## src/rtl/core/assert_macros.svh

```systemverilog
// Assertion macros shared by the date-time parser RTL.
// Depends on nothing; the including module must have clk and arst_n in scope.
`ifndef ASSERT_MACROS_SVH
`define ASSERT_MACROS_SVH

// Checked at every rising edge of clk, suspended while reset is asserted.
`define ASSERT_CLK(label, prop, msg) \
	label: assert property (@(posedge clk) disable iff (!arst_n) (prop)) else $error(msg);

// Checked at every rising edge of clk, reset included.
`define ASSERT_ALWAYS(label, prop, msg) \
	label: assert property (@(posedge clk) (prop)) else $error(msg);

`endif

```

## src/rtl/core/idtp_pkg.sv

```systemverilog
// Shared types, character codes and helpers for the date-time parser.
// Depends on nothing; used by idtp_fsm and iso_date_time_parser_top.
package idtp_pkg;

	localparam logic [7:0] CH_SPACE = 8'h20;
	localparam logic [7:0] CH_TAB   = 8'h09;
	localparam logic [7:0] CH_CR    = 8'h0D;
	localparam logic [7:0] CH_ZERO  = 8'h30;
	localparam logic [7:0] CH_NINE  = 8'h39;
	localparam logic [7:0] CH_DASH  = 8'h2D;
	localparam logic [7:0] CH_PLUS  = 8'h2B;
	localparam logic [7:0] CH_COLON = 8'h3A;
	localparam logic [7:0] CH_DOT   = 8'h2E;
	localparam logic [7:0] CH_UP_T  = 8'h54;
	localparam logic [7:0] CH_UP_Z  = 8'h5A;
	localparam logic [7:0] CH_LO_Z  = 8'h7A;

	localparam logic [19:0] SECS_PER_HOUR = 20'd3600;
	localparam logic [19:0] SECS_PER_MIN  = 20'd60;

	localparam int TDATA_W = 72;
	localparam int TUSER_W = 4;

	// Parser position, one-hot; the order matters, as a step forward is a left shift.
	typedef enum logic [27:0] {
		PH_LEAD  = 28'd1 << 0,
		PH_Y1    = 28'd1 << 1,
		PH_Y2    = 28'd1 << 2,
		PH_Y3    = 28'd1 << 3,
		PH_DASH1 = 28'd1 << 4,
		PH_MO0   = 28'd1 << 5,
		PH_MO1   = 28'd1 << 6,
		PH_DASH2 = 28'd1 << 7,
		PH_DA0   = 28'd1 << 8,
		PH_DA1   = 28'd1 << 9,
		PH_DATE  = 28'd1 << 10,
		PH_H0    = 28'd1 << 11,
		PH_H1    = 28'd1 << 12,
		PH_C1    = 28'd1 << 13,
		PH_MI0   = 28'd1 << 14,
		PH_MI1   = 28'd1 << 15,
		PH_C2    = 28'd1 << 16,
		PH_S0    = 28'd1 << 17,
		PH_S1    = 28'd1 << 18,
		PH_SEC   = 28'd1 << 19,
		PH_FRAC  = 28'd1 << 20,
		PH_ZSIGN = 28'd1 << 21,
		PH_ZH1   = 28'd1 << 22,
		PH_ZHH   = 28'd1 << 23,
		PH_ZMF   = 28'd1 << 24,
		PH_ZMS   = 28'd1 << 25,
		PH_ZEND  = 28'd1 << 26,
		PH_ZZ    = 28'd1 << 27
	} idtp_phase_t;

	typedef struct packed {
		logic               valid_res;
		logic [13:0]        year;
		logic [6:0]         month;
		logic [6:0]         day;
		logic               has_time;
		logic [6:0]         hour;
		logic [6:0]         minute;
		logic [6:0]         second;
		logic               has_zone;
		logic               zone_was_z;
		logic signed [19:0] offset_seconds;
	} idtp_res_t;

	function automatic logic is_ws(input logic [7:0] c);
		return (c == CH_SPACE) || ((c >= CH_TAB) && (c <= CH_CR));
	endfunction

	function automatic logic is_dig(input logic [7:0] c);
		return (c >= CH_ZERO) && (c <= CH_NINE);
	endfunction

	// Decimal shift-in of one digit, wrapping at 14 bits.
	function automatic logic [13:0] acc10(input logic [13:0] a, input logic [3:0] d);
		return (a << 3) + (a << 1) + {10'd0, d};
	endfunction

endpackage

```

## src/rtl/core/idtp_fsm.sv

```systemverilog
// Byte-wise parser state and the result assembled on the final byte.
// Depends on idtp_pkg and assert_macros.svh.
`include "assert_macros.svh"

module idtp_fsm
	import idtp_pkg::*;
(
	input  logic      clk,
	input  logic      arst_n,
	input  logic      step,
	input  logic [7:0] ch,
	input  logic      last,
	output idtp_res_t res
);

	idtp_phase_t phase_q, phase_d;
	logic [13:0] year_q, year_d;
	logic [6:0]  month_q, month_d, day_q, day_d;
	logic [6:0]  hour_q, hour_d, minute_q, minute_d, second_q, second_d;
	logic [6:0]  zh_q, zh_d, zm_q, zm_d;
	logic        zneg_q, zneg_d, zseen_q, zseen_d, zz_q, zz_d;
	logic        failed_q, failed_d, timed_q, timed_d, trail_q, trail_d;

	logic        dg, zs, ok, signed_zone;
	logic [3:0]  d;
	logic [19:0] mag;

	assign dg = is_dig(ch);
	assign d  = dg ? ch[3:0] : 4'd0;

	always_comb begin
		phase_d  = phase_q;
		year_d   = year_q;
		month_d  = month_q;
		day_d    = day_q;
		hour_d   = hour_q;
		minute_d = minute_q;
		second_d = second_q;
		zh_d     = zh_q;
		zm_d     = zm_q;
		zneg_d   = zneg_q;
		zseen_d  = zseen_q;
		zz_d     = zz_q;
		failed_d = failed_q;
		timed_d  = timed_q;
		trail_d  = trail_q;
		zs       = 1'b0;
		if (!failed_q) begin
			if (is_ws(ch)) begin
				if (phase_q != PH_LEAD) trail_d = 1'b1;
			end else if (trail_q) begin
				failed_d = 1'b1;
			end else begin
				unique case (phase_q) inside
					PH_LEAD, PH_Y1, PH_Y2, PH_Y3: begin
						if (dg) begin
							year_d  = acc10(year_q, d);
							phase_d = idtp_phase_t'(phase_q << 1);
						end else failed_d = 1'b1;
					end
					PH_DASH1, PH_DASH2: begin
						if (ch == CH_DASH) phase_d = idtp_phase_t'(phase_q << 1);
						else failed_d = 1'b1;
					end
					PH_C1, PH_C2: begin
						if (ch == CH_COLON) phase_d = idtp_phase_t'(phase_q << 1);
						else failed_d = 1'b1;
					end
					PH_MO0, PH_MO1: begin
						if (dg) begin
							month_d = 7'(acc10({7'd0, month_q}, d));
							phase_d = idtp_phase_t'(phase_q << 1);
						end else failed_d = 1'b1;
					end
					PH_DA0, PH_DA1: begin
						if (dg) begin
							day_d   = 7'(acc10({7'd0, day_q}, d));
							phase_d = idtp_phase_t'(phase_q << 1);
						end else failed_d = 1'b1;
					end
					PH_DATE: begin
						if (ch == CH_UP_T) phase_d = PH_H0;
						else zs = 1'b1;
					end
					PH_H0, PH_H1: begin
						if (dg) begin
							hour_d  = 7'(acc10({7'd0, hour_q}, d));
							phase_d = idtp_phase_t'(phase_q << 1);
						end else failed_d = 1'b1;
					end
					PH_MI0, PH_MI1: begin
						if (dg) begin
							minute_d = 7'(acc10({7'd0, minute_q}, d));
							phase_d  = idtp_phase_t'(phase_q << 1);
						end else failed_d = 1'b1;
					end
					PH_S0, PH_S1: begin
						if (dg) begin
							second_d = 7'(acc10({7'd0, second_q}, d));
							phase_d  = idtp_phase_t'(phase_q << 1);
							if (phase_q == PH_S1) timed_d = 1'b1;
						end else failed_d = 1'b1;
					end
					PH_SEC: begin
						if (ch == CH_DOT) phase_d = PH_FRAC;
						else zs = 1'b1;
					end
					PH_FRAC: begin
						if (!dg) zs = 1'b1;
					end
					PH_ZSIGN: begin
						if (dg) begin
							zh_d    = {3'd0, d};
							phase_d = PH_ZH1;
						end else failed_d = 1'b1;
					end
					PH_ZH1: begin
						if (dg) begin
							zh_d    = 7'(acc10({7'd0, zh_q}, d));
							phase_d = PH_ZHH;
						end else failed_d = 1'b1;
					end
					PH_ZHH: begin
						if (ch == CH_COLON) phase_d = PH_ZMF;
						else if (dg) begin
							zm_d    = {3'd0, d};
							phase_d = PH_ZMS;
						end else failed_d = 1'b1;
					end
					PH_ZMF: begin
						if (dg) begin
							zm_d    = {3'd0, d};
							phase_d = PH_ZMS;
						end else failed_d = 1'b1;
					end
					PH_ZMS: begin
						if (dg) begin
							zm_d    = 7'(acc10({7'd0, zm_q}, d));
							phase_d = PH_ZEND;
						end else failed_d = 1'b1;
					end
					default: failed_d = 1'b1;
				endcase
				// Zone suffix, reached from the date, the seconds or the fraction.
				if (zs) begin
					if (ch == CH_UP_Z || ch == CH_LO_Z) begin
						zseen_d = 1'b1;
						zz_d    = 1'b1;
						phase_d = PH_ZZ;
					end else if (ch == CH_PLUS || ch == CH_DASH) begin
						zseen_d = 1'b1;
						zneg_d  = (ch == CH_DASH);
						phase_d = PH_ZSIGN;
					end else failed_d = 1'b1;
				end
			end
		end
	end

	always_comb begin
		ok = !failed_d && (phase_d inside {PH_DATE, PH_SEC, PH_FRAC, PH_ZHH, PH_ZEND, PH_ZZ});
		signed_zone = zseen_d && !zz_d;
		mag = {13'd0, zh_d} * SECS_PER_HOUR + {13'd0, zm_d} * SECS_PER_MIN;
		res = '0;
		if (ok) begin
			res.valid_res  = 1'b1;
			res.year       = year_d;
			res.month      = month_d;
			res.day        = day_d;
			res.has_time   = timed_d;
			res.hour       = timed_d ? hour_d : 7'd0;
			res.minute     = timed_d ? minute_d : 7'd0;
			res.second     = timed_d ? second_d : 7'd0;
			res.has_zone   = zseen_d;
			res.zone_was_z = zz_d;
			if (signed_zone) res.offset_seconds = zneg_d ? -mag : mag;
		end
	end

	always_ff @(posedge clk or negedge arst_n) begin
		if (!arst_n) begin
			phase_q  <= PH_LEAD;
			year_q   <= '0;
			month_q  <= '0;
			day_q    <= '0;
			hour_q   <= '0;
			minute_q <= '0;
			second_q <= '0;
			zh_q     <= '0;
			zm_q     <= '0;
			zneg_q   <= 1'b0;
			zseen_q  <= 1'b0;
			zz_q     <= 1'b0;
			failed_q <= 1'b0;
			timed_q  <= 1'b0;
			trail_q  <= 1'b0;
		end else if (step) begin
			if (last) begin
				phase_q  <= PH_LEAD;
				year_q   <= '0;
				month_q  <= '0;
				day_q    <= '0;
				hour_q   <= '0;
				minute_q <= '0;
				second_q <= '0;
				zh_q     <= '0;
				zm_q     <= '0;
				zneg_q   <= 1'b0;
				zseen_q  <= 1'b0;
				zz_q     <= 1'b0;
				failed_q <= 1'b0;
				timed_q  <= 1'b0;
				trail_q  <= 1'b0;
			end else begin
				phase_q  <= phase_d;
				year_q   <= year_d;
				month_q  <= month_d;
				day_q    <= day_d;
				hour_q   <= hour_d;
				minute_q <= minute_d;
				second_q <= second_d;
				zh_q     <= zh_d;
				zm_q     <= zm_d;
				zneg_q   <= zneg_d;
				zseen_q  <= zseen_d;
				zz_q     <= zz_d;
				failed_q <= failed_d;
				timed_q  <= timed_d;
				trail_q  <= trail_d;
			end
		end
	end

	`ASSERT_CLK(a_restart_after_last, step && last |=> phase_q == PH_LEAD && !failed_q && !trail_q, "parser did not restart after the final beat")
	`ASSERT_CLK(a_failed_sticky, failed_q && !(step && last) |=> failed_q, "failure cleared before the end of the string")
	`ASSERT_CLK(a_phase_onehot, $onehot(phase_q), "parser phase lost its one-hot code")

endmodule

```

## src/rtl/core/iso_date_time_parser_top.sv

```systemverilog
// Top level of the ISO 8601 date-time parser: stream ports, input stage and result register.
// Depends on idtp_pkg, idtp_fsm and assert_macros.svh.
//
// Channel   Direction  Beat contents
// s_*       in         one text byte in tdata, tlast on the final byte of the string
// m_*       out        one parse result per string, fields in tdata, flags in tuser
//
// Each beat is taken into an input register; from there the parser updates its state and, on a
// final beat, writes the finished result into the output register. A beat can therefore be
// accepted in every cycle while no final beat waits there on a held result, so the sustained
// rate is one byte per cycle, set by the single parser state update per beat.
// Reset clears the parser to its leading-whitespace state and empties both registers at once.
// A result waiting on m_tready holds only a final beat in the input stage; other beats flow on.
`include "assert_macros.svh"

module iso_date_time_parser_top
	import idtp_pkg::*;
(
	input  logic               clk,
	input  logic               arst_n,
	input  logic               s_tvalid,
	output logic               s_tready,
	input  logic [7:0]         s_tdata,  // [7:0] ch
	input  logic               s_tlast,
	output logic               m_tvalid,
	input  logic               m_tready,
	output logic [TDATA_W-1:0] m_tdata,  // year, month, day, hour, minute, second, offset_seconds, pad
	output logic [TUSER_W-1:0] m_tuser   // valid_res, has_time, has_zone, zone_was_z
);

	logic       vld_s1, last_s1, adv_s1, step;
	logic [7:0] ch_s1;
	idtp_res_t  res, out_q;
	logic       out_vld_q;

	// A non-final beat never needs the output register, so it always moves on.
	assign adv_s1   = !(vld_s1 && last_s1) || !out_vld_q || m_tready;
	assign s_tready = !vld_s1 || adv_s1;
	assign step     = vld_s1 && adv_s1;

	always_ff @(posedge clk or negedge arst_n) begin
		if (!arst_n) begin
			vld_s1 <= 1'b0;
		end else if (s_tready) begin
			vld_s1 <= s_tvalid;
		end
	end

	always_ff @(posedge clk) begin
		if (s_tvalid && s_tready) begin
			ch_s1   <= s_tdata;
			last_s1 <= s_tlast;
		end
	end

	idtp_fsm u_fsm (
		.clk    (clk),
		.arst_n (arst_n),
		.step   (step),
		.ch     (ch_s1),
		.last   (last_s1),
		.res    (res)
	);

	always_ff @(posedge clk or negedge arst_n) begin
		if (!arst_n) begin
			out_vld_q <= 1'b0;
		end else if (step && last_s1) begin
			out_vld_q <= 1'b1;
		end else if (m_tready) begin
			out_vld_q <= 1'b0;
		end
	end

	always_ff @(posedge clk) begin
		if (step && last_s1) out_q <= res;
	end

	assign m_tvalid = out_vld_q;
	assign m_tdata  = {3'd0, out_q.offset_seconds, out_q.second, out_q.minute, out_q.hour,
		out_q.day, out_q.month, out_q.year};
	assign m_tuser  = {out_q.zone_was_z, out_q.has_zone, out_q.has_time, out_q.valid_res};

	`ASSERT_CLK(a_result_from_last, $rose(m_tvalid) |-> $past(step && last_s1), "result appeared without a final beat")
	`ASSERT_CLK(a_stall_only_on_last, vld_s1 && !adv_s1 |-> last_s1 && m_tvalid && !m_tready, "input stage stalled without a blocked result")
	`ASSERT_CLK(a_invalid_is_zero, m_tvalid && !m_tuser[0] |-> m_tdata == '0 && m_tuser == '0, "failed result carries non-zero fields")
	`ASSERT_CLK(a_offset_needs_sign, m_tvalid && !(m_tuser[2] && !m_tuser[3]) |-> m_tdata[68:49] == '0, "offset set without a signed zone")

endmodule

```

## config.mk

```make
export PLATFORM = sky130hd
export DESIGN_NAME = iso_date_time_parser_top
export DESIGN_NICKNAME = d
export VERILOG_FILES = /design/src/rtl/core/idtp_pkg.sv /design/src/rtl/core/idtp_fsm.sv /design/src/rtl/core/iso_date_time_parser_top.sv
export VERILOG_INCLUDE_DIRS = /design/src /design/src/rtl/core
export SDC_FILE = /design/constraint.sdc
export NUM_CORES = 1
export LEC_CHECK = 0
export ABC_AREA = 1
export BUFFER_PORTS_ARGS = -buffer_cell sky130_fd_sc_hd__buf_2
export CORE_UTILIZATION = 63
export CTS_BUF_LIST = sky130_fd_sc_hd__clkbuf_8 sky130_fd_sc_hd__clkbuf_16
export CTS_CLUSTER_DIAMETER = 60
export CTS_CLUSTER_SIZE = 8
export DETAILED_ROUTE_END_ITERATION = 8
export MAX_ROUTING_LAYER = met4
export PLACE_DENSITY = 0.93
export SETUP_SLACK_MARGIN = 0.4
export SLEW_MARGIN = 40
export SYNTH_ARGS = -nofsm -noshare
export SYNTH_HDL_FRONTEND = slang
export SYNTH_SLANG_ARGS = --single-unit
```

## constraint.sdc

```tcl
create_clock -name clk -period 9.2 [get_ports clk]
set_input_delay 1.84 -clock clk [delete_from_list [all_inputs] [get_ports clk]]
set_output_delay 1.84 -clock clk [all_outputs]
set_load 0.005 [all_outputs]
```

==> results of run 1 <==
per-layer routing:
layer	part of all wire, %	vias to the layer above
met4	3.8	0
met3	10	164
met5	0	-
li1	-	6160
met2	48	879
met1	38	6321
per-stage QoR:
step / cells / hold WS [ns] / total power, mW
floorplan: 1830 / 0.448 / 1.92
global placement: 2139 / 0.464 / 2.13
detailed placement: 2140 / 0.479 / 2.16
CTS: 2172 / 0.496 / 2.90
global route: 2173 / 0.544 / 3.10
finish: 2173 / 0.500 / 2.94
cell type report:
| type | instances | area share, % |
|---|---|---|
| tap | 280 | 2.25 |
| multi-input combinational | 1331 | 53.0 |
| inverter | 253 | 6.09 |
| clock inverter | 15 | 1.11 |
| sequential | 179 | 31.3 |
| clock buffer | 17 | 2.73 |
| timing repair buffer | 98 | 3.50 |
synthesized netlist by cell type, types with 11 or more instances:
master	instances	area [um^2]
nor3_1	22	110
fa_1	25	500
o21bai_1	11	82.6
nor2_2	18	113
o21ai_0	157	786
nor2_1	195	732
o22ai_1	54	338
edfxtp_1	80	2400
nand3_1	73	365
ha_1	144	1800
dfrtp_1	98	2450
clkbuf_1	40	150
nand4_1	38	238
a21oi_1	64	320
nand2_2	12	75.1
nand2_1	341	1280
xor2_1	51	447
inv_1	233	875
xnor2_1	40	350
inv_2	18	67.6
buf_2	16	80.1
logic make-up (layout without fill, tap and decap cells):
logic type	after synthesis	after routing
fa+ha+maj	169	169
compound gates	335	335
buf+inv	320	383
xor+xnor	91	91
flops	179	179
simple gates	731	731
other cells	1	5
cell usage in the layout, fill, tap and decap left out, types with 3 or more instances in the layout:
cell,count
nand2_1,339
inv_1,233
nor2_1,189
o21ai_0,153
ha_1,144
dfrtp_1,98
buf_2,84
edfxtp_1,80
nand3_1,72
a21oi_1,64
o22ai_1,54
xor2_1,51
xnor2_1,40
nand4_1,38
fa_1,25
nor3_1,22
nor2_2,21
inv_2,18
clkbuf_16,17
nand2_2,13
o21ai_1,13
buf_4,13
nor2_4,12
o21bai_1,11
nand3_2,7
nand3b_1,7
o211ai_1,7
a211oi_1,7
o31ai_1,5
conb_1,5
inv_8,5
a31oi_1,4
inv_6,4
nand2_4,3
a21o_1,3
clkinv_8,3
tightest hold or removal path: stages (launching register included):
cell	delay (ns)
dfrtp_1	0.35
nand2_1	0.05
o21ai_0	0.06
path summary, 6_finish.rpt:
check | from | endpoint | slack, ns | cells after the start
worst max-delay path | ch_s1[6] | m_tdata[68] | 0.96 | 41
worst min-delay path | u_fsm.hour_q[6] | u_fsm.hour_q[6] | 0.50 | 2
worst max register to register | ch_s1[6] | m_tdata[68] | 0.96 | 41
worst min register to register | u_fsm.hour_q[6] | u_fsm.hour_q[6] | 0.50 | 2
max in group asynchronous | arst_n | u_fsm.year_q[13] | 6.60 | 2
min in group asynchronous | arst_n | u_fsm.year_q[8] | 1.40 | 1
report_power, final:
group / total [mW] / switching [mW] / internal [mW]
logic: 1.25 / 0.882 / 0.373
clock network: 0.748 / 0.379 / 0.369
registers: 0.940 / 0.0548 / 0.885
sequential cells by signal, indices dropped and copies added, names as in the netlist, 4 cells and up:
signal / flops
m_tdata: 67
u_fsm.phase_q: 28
u_fsm.year_q: 14
ch_s1: 8
u_fsm.day_q: 7
u_fsm.hour_q: 7
u_fsm.minute_q: 7
u_fsm.month_q: 7
u_fsm.second_q: 7
u_fsm.zh_q: 7
u_fsm.zm_q: 7
m_tuser: 4
==> summary.md, run 1 <==
| Metric | Value |
|---|---|
| Reg area | `4880 um^2` |
| CP peak stage delay | `0.48 ns` |
| Clock Sinks | `179` |
| M2 GR Usage | `56.8%` |
| FF+latch count, synth | `179` |
| Final antenna-violating net count | `0` |
| Worst IR drop on VDD | `0.138 mV` |
| Post-DP Area | `14900 um^2` |
| Initial antenna violation count | `0` |
| Leakage | `7.65 nW` |
| Synth Area in Adders | `16.0%` |
| Chip Width | `153 um` |
| CP required | `9.40 ns` |
| Slack of the critical path | `0.962 ns` |
| Tmin final | `8.24 ns` |
| Setup TNS | `0 ns` |
| Crit path capture type | `register` |
| Met1 Track Usage GR | `41.0%` |
| Footprint of the multi-input gates | `8270 um^2` |
| GR Util All Layers | `34.7%` |
| # DRC | `3` |
| Max-Cap Viols | `0` |
| Synthesis Warnings | `0` |
| Cell Area, Synth | `14400 um^2` |
| Worst-path clk slew | `0.08 ns` |
| Final Max Tran Viols | `0` |
| FMAX | `121 MHz` |
| Clock tree root buffer cell | `clkbuf_16` |
| Outcome | `finished, violations left` |
| Seq/Total Area, Yosys | `34.0%` |
| Core Area | `22100 um^2` |
| CP max stage cell | `fa_1` |
| Dpl hpwl | `26500 um` |
| Via/cell ratio | `6.22` |
| Gr busiest metal | `met2` |
| Setup slack at placement | `0.948 ns` |
| Post-CTS Hold Buffers | `0` |
| Overflow after GRT | `0` |
| Worst path arrival time | `8.44 ns` |
| CTS tree | `done` |
| Final Util | `70.6%` |
| # setup viols final | `0` |
| Routability cong. | `0.988` |
| CTS buffer count | `17` |
| Worst rel slew slack | `37.1%` |
| Most used DFF post-synth | `dfrtp_1` |
| Average size of a mapped cell | `7.87 um^2` |
| Initial DRC count | `1570` |
| CP Buf/Inv Count | `10` |
| Power Dens Cells | `189 nW/um^2` |
| Starting density of the core | `65.1%` |
| Ports | `91` |
| RSZ-0062 raised after global routing | `no` |
| First-pass GRT wire length | `63300 um` |
| Synthesis-to-layout area growth | `8.50%` |
| FFs w/ async S/R, synth | `55.3%` |
| Die Ht | `153 um` |
| Post-synth EDFFs | `80` |
| Inserted Diodes | `0` |
| H-tree depth | `4` |
| Setup bufs post-CTS | `0` |
| Period utilisation layout | `89.5%` |
| Layout Nets | `2062` |
| Largest family of logic cells by synthesized area | `simple AND/OR/NAND/NOR gates` |
| Cell count after synthesis | `1826` |
| Worst min path class | `register to register` |
| Fillers | `1532` |
| Drt pass-1 iters | `9` |
| CP Launch Type | `register` |
| Port buffer count | `85` |
| Crit path max fanout | `39` |
| Routed via count | `13524` |
| Die area | `23400 um^2` |
| Wire per inst | `18.1 um` |
| Total Wirelength | `39200 um` |
| Final Hold Vio Count | `0` |
| Clk_skew | `0.0127 ns` |
| Clk Latency, worst-skew pair | `0.45 ns` |
| Post-CTS sizing | `0` |
| Setup CP Type | `register to register` |
| Rows | `54` |
| Distinct cells, synth | `54` |
| Slew at the pin with the worst max-slew slack | `0.919 ns` |
| Clock buffer depth | `2` |
| Xor and xnor area share after synthesis | `5.54%` |
| Layout cells sized above 1 | `11.2%` |
| Post-synthesis compound-gate area fraction | `13.1%` |
| Vias in the first global route | `13289` |
| Mux cell area share after synthesis | `0%` |
| Failing checks | `design-rule violations` |
| Design Area, Final | `15600 um^2` |
| Grt met3 use | `6.07%` |
| Largest net degree at the start of global routing | `66` |
| Cell family with most CP delay | `adder cells` |
| Simple-Gate Fraction of Synth Area | `22.5%` |
No activity file was read; power rests on OpenSTA's default activity.
==> inputs of run 2 (changes only) <==
Settings changed: GPL_TIMING_DRIVEN set to 0, SYNTH_HIERARCHICAL set to 1.
==> run 2 against run 1 <==
The run now ends clean. Flip-flop and latch count rose by 2. Final cell count grew 4.0%. Register-to-register slack got worse by 0.16 ns. Wire length up 10%. Power down 11%. Hold slack got worse by 0.0013 ns. Area after synthesis rose by 0.10%.
==> summary.md, run 2 <==
| Metric | Value |
|---|---|
| # DRC | `0 (-3)` |
| Largest family of logic cells by synthesized area | `simple AND/OR/NAND/NOR gates` |
| Worst setup endpoint | `m_tdata[67]` |
| First-pass GRT wire length | `68900 um (+8.8%)` |
| Post-CTS Hold Buffers | `0 (unchanged)` |
| Worst IR drop on VDD | `0.142 mV (+3.2%)` |
| Setup slack at placement | `-1.35 ns (-2.30 ns)` |
| Vias in the first global route | `13713 (+3.2%)` |
| Power Dens Cells | `164 nW/um^2 (-13%)` |
| Slack of the critical path | `0.800 ns (-0.163 ns)` |
| Core Area | `22100 um^2 (unchanged)` |
| Die Ht | `153 um (about the same)` |
| Clock tree root buffer cell | `clkbuf_16` |
| Cell count after synthesis | `1850 (+1.3%)` |
| Dpl hpwl | `30800 um (+16%)` |
| R2R depth | `42 (+2.4%)` |
| Crit path capture type | `register` |
| Critical path launch point | `ch_s1[0]` |
| Total Power | `2.63 mW (-11%)` |
| Drt pass-1 iters | `5 (-4)` |
| FF+latch count, synth | `181 (+1.1%)` |
| Routability cong. | `1.01 (+2.2%)` |
| Outcome | `completed` |
| Clk Latency, worst-skew pair | `0.45 ns (about the same)` |
| Commonest cells after routing, fill and taps aside | `nand2_1, inv_1, nor2_1` |
| Max FFs per register | `69 (+3.0%)` |
| Most common cell in the synthesized netlist | `nand2_1` |
| Final Util | `72.7% (+2.1 points)` |
| Clock Sinks | `181 (+1.1%)` |
| Worst rel slew slack | `40.7% (+3.5 points)` |
| H-tree depth | `4 (unchanged)` |
| Fillers | `1586 (+3.5%)` |
| Most common cell after layout, fill and taps aside | `nand2_1` |
| Mux cell area share after synthesis | `0% (unchanged)` |
| Layout cells sized above 1 | `11.1% (-0.14 points)` |
| Most common library cells after synthesis | `nand2_1, inv_1, nor2_1` |
| CTS buffer count | `17 (unchanged)` |
| R2R setup slack | `0.80 ns (-0.16 ns)` |
| Slew at the pin with the worst max-slew slack | `0.890 ns (-0.0289 ns)` |
| Final Max Tran Viols | `0 (unchanged)` |
| Overflow after GRT | `0 (unchanged)` |
| Cell Area, Synth | `14400 um^2 (+0.10%)` |
| Post-synth top area share | `17.1% (+0.052 points)` |
| FMAX | `119 MHz (-1.9%)` |
| CP required | `9.40 ns (about the same)` |
| Seq/Total Area, Yosys | `34.3% (+0.38 points)` |
| Most used DFF post-synth | `dfrtp_1` |
| Worst-path clk slew | `0.08 ns (about the same)` |
| Simple-Gate Fraction of Synth Area | `23.0% (+0.55 points)` |
| Initial antenna violation count | `1 (+1)` |
| Initial DRC count | `1765 (+12%)` |
| Synth area leaders | `edfxtp_1, dfrtp_1, ha_1, nand2_1, inv_1` |
| Clk_skew | `0.0159 ns (+0.00324 ns)` |
| Synth area leader | `edfxtp_1` |
| Average size of a mapped cell | `7.78 um^2 (-1.2%)` |
| CP Launch Type | `register` |
| Synthesis-to-layout area growth | `11.6%` |
| CP max stage cell | `fa_1` |
| CP peak stage delay | `0.53 ns (+0.05 ns)` |
| Setup CP Type | `register to register` |
| Reg2Reg Launch Point | `ch_s1[0]` |
| Post-synth EDFFs | `82 (+2.5%)` |
| Final antenna-violating net count | `0 (unchanged)` |
| Max-Cap Viols | `0 (unchanged)` |
| Largest net degree at the start of global routing | `58 (-12%)` |
| Crit path max fanout | `10 (-74%)` |
| Layout Nets | `2141 (+3.8%)` |
| Chip Width | `153 um (about the same)` |
| Routed via count | `13876 (+2.6%)` |
| Rows | `54 (unchanged)` |
| Synth Area in Adders | `15.6% (-0.40 points)` |
| Port buffer count | `87 (+2.4%)` |
| Final Hold Vio Count | `0 (unchanged)` |
| Distinct cells, synth | `49 (-9.3%)` |
| Starting density of the core | `65.1% (+0.068 points)` |
| Via/cell ratio | `6.14 (-1.4%)` |
| Post-synthesis compound-gate area fraction | `12.7% (-0.34 points)` |
| Xor and xnor area share after synthesis | `5.54% (-0.0058 points)` |
| Synthesis Warnings | `6 (+6)` |
| GR Util All Layers | `38.6% (+3.9 points)` |
| RSZ-0062 raised after global routing | `yes` |
| Period utilisation layout | `91.3% (+1.8 points)` |
| CTS tree | `done` |
| FFs w/ async S/R, synth | `54.7% (-0.61 points)` |
| # setup viols final | `0 (unchanged)` |
| Ports | `91 (unchanged)` |
| Tmin final | `8.40 ns (+0.163 ns)` |
| Die area | `23500 um^2 (+0.10%)` |
| Wire per inst | `19.1 um (+5.7%)` |
| Leakage | `8.08 nW (+5.6%)` |
| Total Wirelength | `43200 um (+10%)` |
| Clock buffer depth | `2 (unchanged)` |
| Worst flop-to-flop path endpoint | `m_tdata[67]` |
| Worst min path class | `register to register` |
| Worst path arrival time | `8.60 ns (+0.16 ns)` |
| Hold path depth | `2 (unchanged)` |
[run 2: how the worst min path moves through the flow]
| stage | start | to | slack [ns] |
|---|---|---|---|
| floorplan | u_fsm/day_q[6] | u_fsm/day_q[6] | 0.45 |
| global placement | u_fsm/hour_q[6] | u_fsm/hour_q[6] | 0.46 |
| detailed placement | u_fsm/minute_q[6] | u_fsm/minute_q[6] | 0.47 |
| CTS | u_fsm/minute_q[6] | u_fsm/minute_q[6] | 0.49 |
| global route | u_fsm/month_q[6] | u_fsm/month_q[6] | 0.51 |
| finish | u_fsm/minute_q[6] | u_fsm/minute_q[6] | 0.50 |
[run 2: where the power goes]
group | internal (mW) | total, mW | leakage (nW) | switching [mW]
sequential | 0.880 | 0.908 | 2.16 | 0.0287
clock | 0.374 | 0.772 | 0.293 | 0.398
combinational | 0.272 | 0.948 | 5.63 | 0.676
[run 2: timing repair]
item | in CTS | in global routing
setup buffers | 2 | 1
gates resized for setup | 17 | 17
endpoints found under the setup margin | 11 | 8
pin swaps | 0 | 2
[run 2: logic make-up (layout without fill, tap and decap cells)]
| logic type | Yosys count | count (layout) |
|---|---|---|
| AO/OA/AOI/OAI | 323 | 323 |
| XOR/XNOR | 91 | 91 |
| adder cells (fa/ha/maj) | 161 | 161 |
| buffers and inverters | 318 | 445 |
| flip-flops | 181 | 181 |
| other | 2 | 6 |
| AND/OR/NAND/NOR | 774 | 774 |
[run 2: final cells by class]
| cell class | instances | area (um^2) | share of cell area, % |
|---|---|---|---|
| tap | 280 | 350 | 2.18 |
| timing repair buffer | 95 | 556 | 3.46 |
| clock inverter | 15 | 201 | 1.25 |
| antenna | 1 | 2.50 | 0.0156 |
| buffer | 51 | 278 | 1.73 |
| multi-input combinational | 1354 | 8290 | 51.7 |
| clock buffer | 17 | 425 | 2.65 |
| inverter | 267 | 1000 | 6.26 |
| sequential | 181 | 4940 | 30.8 |
[run 2: metal layers]
layer / GRT usage, % / vias up / routed length (um)
li1: - / 6299 / -
met1: 46.2 / 6473 / 16400
met2: 63.5 / 918 / 20600
met3: 6.44 / 186 / 4290
met4: 18.3 / 0 / 1860
met5: - / - / 0
[run 2: metrics by stage]
stage	hold slack (ns)	TNS, ns	std cells	instance area, um^2
after floorplan	0.448	0	1853	14400
after global placement	0.463	-5.14	2220	15200
after detailed placement	0.470	-8.33	2225	15300
after CTS	0.491	0	2259	16000
after global routing	0.510	0	2261	16100
final	0.499	0	2261	16100
[run 2: worst max-delay path: cells and delay by family (launching register included)]
kind	cells	cell delay [ns]
XOR/XNOR	3	0.53
AND/OR/NAND/NOR	17	2.45
AO/OA/AOI/OAI	8	1.46
flip-flops	1	0.49
buffers and inverters	10	1.51
adder cells (fa/ha/maj)	4	1.72
